**config.mk**
```make
export PLATFORM = sky130hd
export DESIGN_NAME = lateral_offset_hysteresis_guide
export DESIGN_NICKNAME = d
export VERILOG_FILES = /design/src/sv/loh_pkg.sv /design/src/sv/lateral_offset_hysteresis_guide.sv /design/src/sv/loh_mul.sv /design/src/sv/loh_side.sv
export SDC_FILE = /design/constraint.sdc
export NUM_CORES = 1
export LEC_CHECK = 0
export ABC_AREA = 0
export BUFFER_PORTS_ARGS = -buffer_cell sky130_fd_sc_hd__buf_2
export CORE_MARGIN = 4
export CORE_UTILIZATION = 25
export CTS_CLUSTER_SIZE = 12
export DETAILED_ROUTE_END_ITERATION = 10
export SYNTH_ARGS = -nofsm -noshare
export SYNTH_HDL_FRONTEND = slang
export SYNTH_SLANG_ARGS = --single-unit
```
**constraint.sdc**
```tcl
create_clock -name i_clk -period 7.8 [get_ports i_clk]
set_input_delay 1.56 -clock i_clk [delete_from_list [all_inputs] [get_ports i_clk]]
set_output_delay 1.56 -clock i_clk [all_outputs]
set_load 0.005 [all_outputs]
```
**src/sv/loh_pkg.sv**
```systemverilog
package loh_pkg;

    localparam int CNT_W     = 13;
    localparam int REL_W     = 12;
    localparam int CONF_W    = 8;
    localparam int MAG_W     = 21;
    localparam int GAIN_W    = 16;
    localparam int ALPHA_W   = 17;
    localparam int SPD_W     = 16;
    localparam int OFS_W     = 22;
    localparam int CFG_IDX_W = 3;
    localparam int CFG_DAT_W = 21;

    // serial multiplier: signed multiplicand, unsigned multiplier scanned one bit a cycle
    localparam int MUL_A_W   = 23;
    localparam int MUL_B_W   = 17;
    localparam int MUL_P_W   = MUL_A_W + MUL_B_W;

    localparam int IDLE_LSB  = 65;
    localparam int LOCK_LSB  = 13108;
    localparam logic [ALPHA_W-1:0] ALPHA_ONE = 17'd65536;
    localparam logic [CONF_W-1:0]  STREAK_MAX = 8'd255;

    localparam logic [CFG_IDX_W-1:0] REG_TRIGGER = 3'd0;
    localparam logic [CFG_IDX_W-1:0] REG_RELEASE = 3'd1;
    localparam logic [CFG_IDX_W-1:0] REG_CONFIRM = 3'd2;
    localparam logic [CFG_IDX_W-1:0] REG_MIN     = 3'd3;
    localparam logic [CFG_IDX_W-1:0] REG_MAX     = 3'd4;
    localparam logic [CFG_IDX_W-1:0] REG_GAIN    = 3'd5;
    localparam logic [CFG_IDX_W-1:0] REG_EALPHA  = 3'd6;
    localparam logic [CFG_IDX_W-1:0] REG_RALPHA  = 3'd7;

    typedef enum logic [1:0] {
        SIDE_NONE  = 2'd0,
        SIDE_LEFT  = 2'd1,
        SIDE_RIGHT = 2'd2
    } t_side;

    typedef struct packed {
        t_side             side;
        logic [CONF_W-1:0] streak;
        logic              releasing;
    } t_side_st;

    typedef struct packed {
        logic [CNT_W-1:0]        center;
        logic [CNT_W-1:0]        left;
        logic [CNT_W-1:0]        right;
        logic [MAG_W-1:0]        mag;
        logic [CNT_W-1:0]        trig;
        logic [REL_W-1:0]        rel;
        logic [CONF_W-1:0]       confirm;
        logic signed [OFS_W-1:0] offset;
    } t_side_in;

endpackage

```
**src/sv/lateral_offset_hysteresis_guide.sv**
```systemverilog
// Channel   Direction  Handshake                      Payload
// s_axis    in         s_axis_tvalid / s_axis_tready  voxel counts and speed
// m_axis    out        m_axis_tvalid / m_axis_tready  offset, target, status
// cfg       in         i_cfg_valid / o_cfg_ready      register index and data
//
// Each item runs from acceptance to its result through two passes of the 17-step
// bit-serial multiplier (gain times speed, then alpha times the offset error), a
// registered done flag after each pass, the side decision and the final round.
// The next item is accepted in the cycle the result appears; items are taken one
// at a time, so a new item waits until the last result is registered, which a
// stalled output side delays.
// Reset (synchronous, active low) restores register defaults and clears the offset
// and side state. A stalled result holds the final stage until taken.
module lateral_offset_hysteresis_guide #(
    parameter int MAX_VOXELS = 4096
) (
    input  logic                              i_clk,
    input  logic                              i_rst_n,
    // s_axis_tdata: centre_count[12:0], left_count[25:13], right_count[38:26],
    //               speed[54:39], zero fill[55]
    input  logic                              s_axis_tvalid,
    output logic                              s_axis_tready,
    input  logic [55:0]                       s_axis_tdata,
    // m_axis_tdata: offset_now[21:0], target_now[43:22], active[44],
    //               streak_out[52:45], side_out[54:53], zero fill[55]
    output logic                              m_axis_tvalid,
    input  logic                              m_axis_tready,
    output logic [55:0]                       m_axis_tdata,
    input  logic                              i_cfg_valid,
    output logic                              o_cfg_ready,
    input  logic [loh_pkg::CFG_IDX_W-1:0]     i_cfg_index,
    input  logic [loh_pkg::CFG_DAT_W-1:0]     i_cfg_data
);
    import loh_pkg::*;

    typedef enum logic [4:0] {
        ST_IDLE = 5'b00001,
        ST_MUL1 = 5'b00010,
        ST_SIDE = 5'b00100,
        ST_MUL2 = 5'b01000,
        ST_FIN  = 5'b10000
    } t_state;

    t_state r_state, n_state;

    // configuration registers
    logic [CNT_W-1:0]   r_trigger;
    logic [REL_W-1:0]   r_release;
    logic [CONF_W-1:0]  r_confirm;
    logic [MAG_W-1:0]   r_min, r_max;
    logic [GAIN_W-1:0]  r_gain;
    logic [ALPHA_W-1:0] r_ealpha, r_ralpha;

    // per-item working registers
    logic [CNT_W-1:0]        r_center, r_left, r_right;
    logic [SPD_W-2:0]        r_spd;
    logic [MAG_W-1:0]        r_mag, n_mag;
    logic signed [OFS_W-1:0] r_target;

    // persistent state
    logic signed [OFS_W-1:0] r_offset;
    t_side_st                r_side_st, w_side_st;

    logic        r_ovalid;
    logic [55:0] r_odata;

    logic                      w_accept, w_fin_go;
    logic                      mul_start, mul_done;
    logic signed [MUL_A_W-1:0] mul_a;
    logic [MUL_B_W-1:0]        mul_b;
    logic signed [MUL_P_W-1:0] mul_prod;

    t_side_in                w_side_in;
    logic signed [OFS_W-1:0] w_target;
    logic [ALPHA_W-1:0]      w_alpha;
    logic [MUL_P_W-2:0]      w_raw;
    logic [MUL_P_W-2:0]      w_raw_lo;

    logic signed [MUL_P_W-1:0] w_prod_rnd;
    logic signed [OFS_W+1:0]   w_q, w_off, w_maxs, w_offc;
    logic                      w_snap;
    logic signed [OFS_W-1:0]   w_off_fin;
    t_side_st                  w_st_fin;
    logic                      w_active;

    function automatic logic [CNT_W-1:0] sat_count(input logic [CNT_W-1:0] c);
        return (32'(c) > MAX_VOXELS) ? CNT_W'(MAX_VOXELS) : c;
    endfunction

    assign o_cfg_ready   = 1'b1;
    assign s_axis_tready = (r_state == ST_IDLE);
    assign w_accept      = s_axis_tvalid && s_axis_tready;
    assign w_fin_go      = (r_state == ST_FIN) && (!r_ovalid || m_axis_tready);

    // configuration writes; always accepted and applied at the next edge
    always_ff @(posedge i_clk) begin
        if (!i_rst_n) begin
            r_trigger <= 13'd3;
            r_release <= 12'd1;
            r_confirm <= 8'd3;
            r_min     <= 21'd0;
            r_max     <= 21'd65536;
            r_gain    <= 16'd256;
            r_ealpha  <= 17'd19661;
            r_ralpha  <= 17'd13107;
        end else if (i_cfg_valid) begin
            unique case (i_cfg_index)
                REG_TRIGGER: r_trigger <= i_cfg_data[CNT_W-1:0];
                REG_RELEASE: r_release <= i_cfg_data[REL_W-1:0];
                REG_CONFIRM: r_confirm <= i_cfg_data[CONF_W-1:0];
                REG_MIN:     r_min     <= i_cfg_data[MAG_W-1:0];
                REG_MAX:     r_max     <= i_cfg_data[MAG_W-1:0];
                REG_GAIN:    r_gain    <= i_cfg_data[GAIN_W-1:0];
                REG_EALPHA:  r_ealpha  <= ALPHA_W'(i_cfg_data);
                REG_RALPHA:  r_ralpha  <= ALPHA_W'(i_cfg_data);
                default: ;
            endcase
        end
    end

    // multiplier operands: gain times speed on acceptance, alpha times error in SIDE
    always_comb begin
        mul_start = 1'b0;
        mul_a     = '0;
        mul_b     = '0;
        if (w_accept) begin
            mul_start = 1'b1;
            mul_a     = $signed(MUL_A_W'(s_axis_tdata[54] ? 15'd0 : s_axis_tdata[53:39]));
            mul_b     = MUL_B_W'(r_gain);
        end else if (r_state == ST_SIDE) begin
            mul_start = 1'b1;
            mul_a     = MUL_A_W'(w_target) - MUL_A_W'(r_offset);
            mul_b     = w_alpha;
        end
    end

    loh_mul u_mul (
        .i_clk   (i_clk),
        .i_rst_n (i_rst_n),
        .i_start (mul_start),
        .i_a     (mul_a),
        .i_b     (mul_b),
        .o_done  (mul_done),
        .o_prod  (mul_prod)
    );

    // clamp the raw magnitude to min first, then max; a zero max yields zero
    assign w_raw    = mul_prod[MUL_P_W-2:0];
    assign w_raw_lo = (w_raw < (MUL_P_W-1)'(r_min)) ? (MUL_P_W-1)'(r_min) : w_raw;
    assign n_mag    = (w_raw_lo > (MUL_P_W-1)'(r_max)) ? r_max : w_raw_lo[MAG_W-1:0];

    assign w_side_in.center  = r_center;
    assign w_side_in.left    = r_left;
    assign w_side_in.right   = r_right;
    assign w_side_in.mag     = r_mag;
    assign w_side_in.trig    = (r_trigger == '0) ? CNT_W'(1) : r_trigger;
    assign w_side_in.rel     = r_release;
    assign w_side_in.confirm = r_confirm;
    assign w_side_in.offset  = r_offset;

    loh_side u_side (
        .i_in     (w_side_in),
        .i_st     (r_side_st),
        .o_st     (w_side_st),
        .o_target (w_target)
    );

    // pick the smoothing weight and saturate it to one
    always_comb begin
        w_alpha = (w_target != '0) ? r_ealpha : r_ralpha;
        if (w_alpha > ALPHA_ONE) begin
            w_alpha = ALPHA_ONE;
        end
    end

    // round to nearest (ties up), step the offset, clamp to +-max and snap when idle
    assign w_prod_rnd = mul_prod + MUL_P_W'(32768);
    assign w_q        = $signed(w_prod_rnd[MUL_P_W-1:16]);
    assign w_off      = {{2{r_offset[OFS_W-1]}}, r_offset} + w_q;
    assign w_maxs     = $signed({3'b000, r_max});

    always_comb begin
        if (w_off > w_maxs) begin
            w_offc = w_maxs;
        end else if (w_off < -w_maxs) begin
            w_offc = -w_maxs;
        end else begin
            w_offc = w_off;
        end
        w_snap = (r_target == '0) && (w_offc <= (OFS_W+2)'(IDLE_LSB))
                 && (w_offc >= -(OFS_W+2)'(IDLE_LSB));
        if (w_snap) begin
            w_off_fin = '0;
            w_st_fin  = '{side: SIDE_NONE, streak: '0, releasing: 1'b0};
        end else begin
            w_off_fin = w_offc[OFS_W-1:0];
            w_st_fin  = r_side_st;
        end
        w_active = (w_off_fin > OFS_W'(IDLE_LSB)) || (w_off_fin < -OFS_W'(IDLE_LSB));
    end

    always_comb begin
        n_state = r_state;
        unique case (r_state)
            ST_IDLE: if (w_accept) n_state = ST_MUL1;
            ST_MUL1: if (mul_done) n_state = ST_SIDE;
            ST_SIDE: n_state = ST_MUL2;
            ST_MUL2: if (mul_done) n_state = ST_FIN;
            ST_FIN:  if (w_fin_go) n_state = ST_IDLE;
            default: n_state = ST_IDLE;
        endcase
    end

    always_ff @(posedge i_clk) begin
        if (!i_rst_n) begin
            r_state   <= ST_IDLE;
            r_offset  <= '0;
            r_side_st <= '{side: SIDE_NONE, streak: '0, releasing: 1'b0};
            r_ovalid  <= 1'b0;
        end else begin
            r_state <= n_state;
            if (r_state == ST_SIDE) begin
                r_side_st <= w_side_st;
            end
            if (w_fin_go) begin
                r_offset  <= w_off_fin;
                r_side_st <= w_st_fin;
                r_ovalid  <= 1'b1;
            end else if (m_axis_tready) begin
                r_ovalid <= 1'b0;
            end
        end
    end

    // payload registers: latch the item, the magnitude, the target and the result
    always_ff @(posedge i_clk) begin
        if (w_accept) begin
            r_center <= sat_count(s_axis_tdata[12:0]);
            r_left   <= sat_count(s_axis_tdata[25:13]);
            r_right  <= sat_count(s_axis_tdata[38:26]);
        end
        if ((r_state == ST_MUL1) && mul_done) begin
            r_mag <= n_mag;
        end
        if (r_state == ST_SIDE) begin
            r_target <= w_target;
        end
        if (w_fin_go) begin
            r_odata <= {1'b0, w_st_fin.side, w_st_fin.streak, w_active, r_target, w_off_fin};
        end
    end

    assign m_axis_tvalid = r_ovalid;
    assign m_axis_tdata  = r_odata;

    // spare signal: speed sign is folded into the multiplicand at acceptance
    always_ff @(posedge i_clk) begin
        if (w_accept) begin
            r_spd <= s_axis_tdata[54] ? '0 : s_axis_tdata[53:39];
        end
    end

    a_mul_done_in_mul: assert property (@(posedge i_clk) disable iff (!i_rst_n)
        mul_done |-> (r_state == ST_MUL1 || r_state == ST_MUL2))
        else $error("multiplier finished outside a multiply state");

    a_no_side_clear: assert property (@(posedge i_clk) disable iff (!i_rst_n)
        (r_side_st.side == SIDE_NONE) |-> (r_side_st.streak == '0 && !r_side_st.releasing))
        else $error("streak or release pending with no locked side");

    a_release_streak: assert property (@(posedge i_clk) disable iff (!i_rst_n)
        r_side_st.releasing |-> (r_side_st.streak != '0))
        else $error("release set without a confirmation streak");

    a_fin_output: assert property (@(posedge i_clk) disable iff (!i_rst_n)
        w_fin_go |=> (r_ovalid && r_state == ST_IDLE && r_odata[21:0] == r_offset))
        else $error("final stage did not present the updated offset");

    a_mag_range: assert property (@(posedge i_clk) disable iff (!i_rst_n)
        (r_state == ST_SIDE) |-> ((r_mag <= r_max) && ({1'b0, r_spd} != 16'hFFFF)))
        else $error("target magnitude above the configured maximum");

endmodule

```
**src/sv/loh_mul.sv**
```systemverilog
module loh_mul (
    input  logic                               i_clk,
    input  logic                               i_rst_n,
    input  logic                               i_start,
    input  logic signed [loh_pkg::MUL_A_W-1:0] i_a,
    input  logic [loh_pkg::MUL_B_W-1:0]        i_b,
    output logic                               o_done,
    output logic signed [loh_pkg::MUL_P_W-1:0] o_prod
);
    import loh_pkg::*;

    localparam int CNT_BITS = $clog2(MUL_B_W + 1);

    logic signed [MUL_A_W:0]   r_hi, w_sum;
    logic [MUL_B_W-1:0]        r_lo;
    logic signed [MUL_A_W-1:0] r_a;
    logic [CNT_BITS-1:0]       r_cnt;
    logic                      r_busy, r_done;

    // add the multiplicand when the current multiplier bit is set
    assign w_sum = r_hi + (r_lo[0] ? {r_a[MUL_A_W-1], r_a} : '0);

    always_ff @(posedge i_clk) begin
        if (!i_rst_n) begin
            r_busy <= 1'b0;
            r_done <= 1'b0;
            r_cnt  <= '0;
        end else begin
            r_done <= 1'b0;
            if (i_start) begin
                r_busy <= 1'b1;
                r_cnt  <= '0;
            end else if (r_busy) begin
                r_cnt <= r_cnt + 1'b1;
                if (r_cnt == CNT_BITS'(MUL_B_W - 1)) begin
                    r_busy <= 1'b0;
                    r_done <= 1'b1;
                end
            end
        end
    end

    always_ff @(posedge i_clk) begin
        if (i_start) begin
            r_a  <= i_a;
            r_lo <= i_b;
            r_hi <= '0;
        end else if (r_busy) begin
            r_hi <= w_sum >>> 1;
            r_lo <= {w_sum[0], r_lo[MUL_B_W-1:1]};
        end
    end

    assign o_done = r_done;
    assign o_prod = $signed(MUL_P_W'({r_hi, r_lo}));

endmodule

```
**src/sv/loh_side.sv**
```systemverilog
module loh_side (
    input  loh_pkg::t_side_in                  i_in,
    input  loh_pkg::t_side_st                  i_st,
    output loh_pkg::t_side_st                  o_st,
    output logic signed [loh_pkg::OFS_W-1:0]   o_target
);
    import loh_pkg::*;

    logic                    w_lock, w_rel;
    t_side                   w_side;
    logic [CONF_W-1:0]       w_streak;
    logic signed [OFS_W-1:0] w_mag;

    assign w_mag  = $signed({1'b0, i_in.mag});
    assign w_lock = (i_in.offset >= OFS_W'(LOCK_LSB)) || (i_in.offset <= -OFS_W'(LOCK_LSB));

    always_comb begin
        o_st     = i_st;
        o_target = '0;
        w_side   = i_st.side;
        w_rel    = 1'b0;
        w_streak = i_st.streak;
        if (i_in.mag != '0) begin
            if (i_in.center >= i_in.trig) begin
                if (i_st.side == SIDE_NONE) begin
                    if (w_lock) begin
                        w_side = (i_in.offset > 0) ? SIDE_LEFT : SIDE_RIGHT;
                    end else begin
                        w_side = (i_in.left <= i_in.right) ? SIDE_LEFT : SIDE_RIGHT;
                    end
                end
                o_st.side      = w_side;
                o_st.streak    = '0;
                o_st.releasing = 1'b0;
            end else if (i_st.side == SIDE_NONE) begin
                o_st.streak    = '0;
                o_st.releasing = 1'b0;
            end else if (!i_st.releasing) begin
                if (i_in.center <= {1'b0, i_in.rel}) begin
                    if (i_st.streak != STREAK_MAX) begin
                        w_streak = i_st.streak + 1'b1;
                    end
                    if (w_streak >= i_in.confirm) begin
                        o_st.releasing = 1'b1;
                        w_rel          = 1'b1;
                    end
                    o_st.streak = w_streak;
                end else begin
                    o_st.streak = '0;
                end
                if (w_rel) begin
                    w_side = SIDE_NONE;
                end
            end else begin
                w_side = SIDE_NONE;
            end
            unique case (w_side)
                SIDE_LEFT:  o_target = w_mag;
                SIDE_RIGHT: o_target = -w_mag;
                default:    o_target = '0;
            endcase
        end
    end

endmodule
```
==> run_results.csv <==
group,metric,value,unit
outcome,outcome,"completed",
placement,finalWeightedCongestion,0.932,
synth,yosysSeqAreaShare,39.1,%
die,rows,112,
timing,finalSetupViolCount,0,
synth,ys_warn_count,0,
global_routing,grt_overflow,0,
power_and_ir_drop,p_total,8.06,mW
die,core_area,93300,µm²
clock_network,clk_latency,0.56,ns
routing,drc_errors,0,
timing,hold_viol_final,0,
synth,synth-edff-count,177,
die,start_util,25.2,%
die,num_io_pins,144,
timing,clock.fmax,137,MHz
routing,viasPerCell,4.95,
synth,async_reset_ff_share,0,%
routing,drt_wl_total,73.0,mm
routing,wl_per_cell,17.9,µm
clock_network,path_clk_slew,0.06,ns
power_and_ir_drop,p_clk_share,23.0,%
power_and_ir_drop,p_seq_share,29.7,%
placement,dpl.hpwl,56.4,mm
synth,yosys.area.top_type_share,22.6,%
die,fp.dieArea,99000,µm²
die,fp.dieW,315,µm
routing,firstDrtPassIters,5,
global_routing,antenna_found_initial,13,
synth,syn-instance-count,2673,
job,maxCapViolCount,0,
placement,portBuffers,140,
global_routing,grt_pass1_vias,18970,
worst_setup_path,cp_max_fo,9,
timing,period_needed,7.29,ns
clock_network,clock_path_buffers,3,
worst_setup_path,path_class,"reg2reg",
synth,synth.distinct_cells,87,
timing,rsz0062_at_grt,"false",
routing,via_count,20175,
routing,drt_iter0_drc,1767,
power_and_ir_drop,pwr-share-comb,47.3,%
synth,synth_area_per_cell,8.80,µm²
synth,ys_seq_elements,371,
timing,post-route-period-util,93.5,%
power_and_ir_drop,leakage,10.4,nW
timing,fin_worst_skew,0.0226,ns
timing,relSlewSlack,14.4,%
worst_setup_path,setup.worst_path.end_class,"flip-flop",
final_layout,area_delta_synth_final,14.9,%
worst_hold_path,hp-class,"reg2reg",
worst_setup_path,cp.arrival,7.72,ns
clock_network,cts_tree,"built",
final_layout,drive_gt1_share,11.8,%
synth,synthTopCellsByArea,"edfxtp_1, dfxtp_1, ha_1",
synth,ys.flop_type,"dfxtp_1",
global_routing,grt_pass1_wl,111,mm
final_layout,num-fill-cells,10014,
global_routing,grt_usage,14.2,%
clock_network,cts_sinks,371,
power_and_ir_drop,p_sw_share,40.8,%
final_layout,final_nets,3088,
timing,tightest_slew,1.27,ns
power_and_ir_drop,vdd_ir_drop_max,0.142,mV
timing,slew_violations,0,
synth,syn_area,23500,µm²
clock_network,cts_buffers,40,
synth,synthesis.nets,2970,
timing,fin_setup_tns,0,ns
power_and_ir_drop,power.switching,3.29,mW
routing,detail-route-antenna-nets,0,
die,die_y,315,µm
worst_setup_path,crit_required,8.23,ns
clock_network,htree_levels,2,
worst_setup_path,start_kind,"flip-flop",
clock_network,cts_root_buf,"clkbuf_16",
power_and_ir_drop,p_int,4.77,mW
power_and_ir_drop,power.density,298,nW/µm²
global_routing,grt_max_degree,75,
synth,synth_top_cell_by_area,"edfxtp_1",
area by class of cell:
type	instances	area, µm²	share of cell area, %
sequential	371	9200	34.0
multi-input combinational	2027	13300	49.1
clock buffer	61	1160	4.31
timing repair buffer	195	1130	4.18
antenna	1	2.50	0.00926
clock inverter	10	92.6	0.343
inverter	156	587	2.17
tap	1254	1570	5.81
power by group through the flow:
stage | Combinational [mW] | Clock [mW] | Sequential (mW)
after global placement | 3.68 | 0 | 2.43
after CTS | 3.73 | 1.90 | 2.40
after detailed placement | 3.71 | 0 | 2.44
after floorplan | 2.61 | 0 | 2.38
final | 3.81 | 1.85 | 2.39
after global routing | 4.18 | 1.99 | 2.41
final timing paths:
kind                  startpoint          endpoint  slack, ns  cells past startpoint
setup / recovery  u_mul.r_lo[15]      r_side_st[1]       0.51                     27
hold / removal      r_target[18]  m_axis_tdata[40]       0.45                      0
setup reg to reg  u_mul.r_lo[15]      r_side_st[1]       0.51                     27
hold reg to reg     r_target[18]  m_axis_tdata[40]       0.45                      0
per-stage QoR:
step           hold slack [ns]  cells  instance area, µm²  setup WS, ns  utilization [%]
2_1_floorplan            0.417   2673               23500          1.30                -
3_3_place_gp             0.433   4002               25700         0.469             27.6
3_5_place_dp             0.437   4002               25700         0.346             27.6
4_1_cts                  0.451   4073               27000         0.300             28.9
5_1_grt                  0.457   4075               27000        0.0586             29.0
6_report                 0.449   4075               27000         0.508             29.0
critical path: stages (launching register included):
cell,delay [ns]
edfxtp_1,0.32
buf_4,0.17
ha_1,0.22
and3_1,0.24
and2_1,0.25
nand3_1,0.12
xnor2_1,0.21
ha_1,0.36
nand4_1,0.18
nand2b_1,0.13
nand3_1,0.15
or2_2,0.35
a311oi_1,0.32
xor2_1,0.32
inv_1,0.14
ha_1,0.32
nand2_1,0.08
o21ai_0,0.36
o32ai_1,0.16
a21oi_1,0.30
or2_1,0.20
nor2_1,0.05
buf_4,0.19
nor4b_1,0.60
o221ai_2,0.32
or4b_1,0.67
nand2_1,0.29
a22oi_1,0.13
layout by cell type, fill, tap and decap left out, types with 13 or more instances in the layout:
master     count
edfxtp_1     177
o22ai_1       23
xnor2_1       70
nor3_1        53
mux2_2        41
buf_4         53
nand2b_1      22
dfxtp_1      194
nor2b_1       61
o211ai_1      13
ha_1         209
or3_1         14
a31oi_1       15
and2_1        39
nand3_1       82
inv_1        152
nor2_1       176
a21o_1        40
nand4_1       54
o21ai_0       91
a21oi_1      240
and3_1        29
clkbuf_16     43
o31ai_1       34
o21a_1        33
mux2i_1       36
buf_2        140
nor4_1        36
nand2_1      394
clkbuf_1      16
xor2_1        31
a211oi_1      15
logic make-up after synthesis:
family                     synth area share [%]
AOI/OAI and AO/OA                          16.7
muxes                                      3.50
and+or+nand+nor                            20.9
DFF                                        39.1
xor gates and xnor gates                   3.76
adders and majority gates                  11.4
buffers and inverters                      4.62
other                                    0.0319
metal layers:
metal,GRT usage [%],wire length (µm)
met2,22.1,31800
met4,3.91,2130
met3,2.63,5390
met1,20.3,33700
met5,0,13
what timing repair did:
item | in CTS | in global routing
setup buffers | 0 | 1
hold buffers | 0 | 0
resized for setup | 0 | 8
setup endpoints to repair | 0 | 33
flip-flops by register name, summed over array words and instances, names as in the netlist, 21 cells and up:
signal / flops
m_axis_tdata: 55
r_mag: 21
r_max: 21
r_min: 21
r_offset: 22
r_target: 22
u_mul.r_a: 23
u_mul.r_hi: 23
cells in the mapped netlist, drive strengths merged (5+ instances only):
master   count
nand2      396
a21oi      242
ha         209
dfxtp      194
edfxtp     177
nor2       177
inv        153
clkbuf     102
o21ai       93
nand3       83
xnor2       70
nor2b       61
nand4       55
nor3        54
mux2        41
a21o        40
and2        40
nor4        40
mux2i       36
o31ai       35
o21a        33
xor2        31
and3        29
o22ai       23
nand2b      22
buf         17
a31oi       16
a211oi      15
or3         15
o211ai      13
or2         13
a311oi      12
a21boi      10
o21bai       8
a32oi        7
o31a         7
or4          7
a2111oi      6
a221oi       6
a41oi        6
and4         6
o41ai        6
a22oi        5
a32o         5
Note: power is estimated with default switching activity, not from simulation.
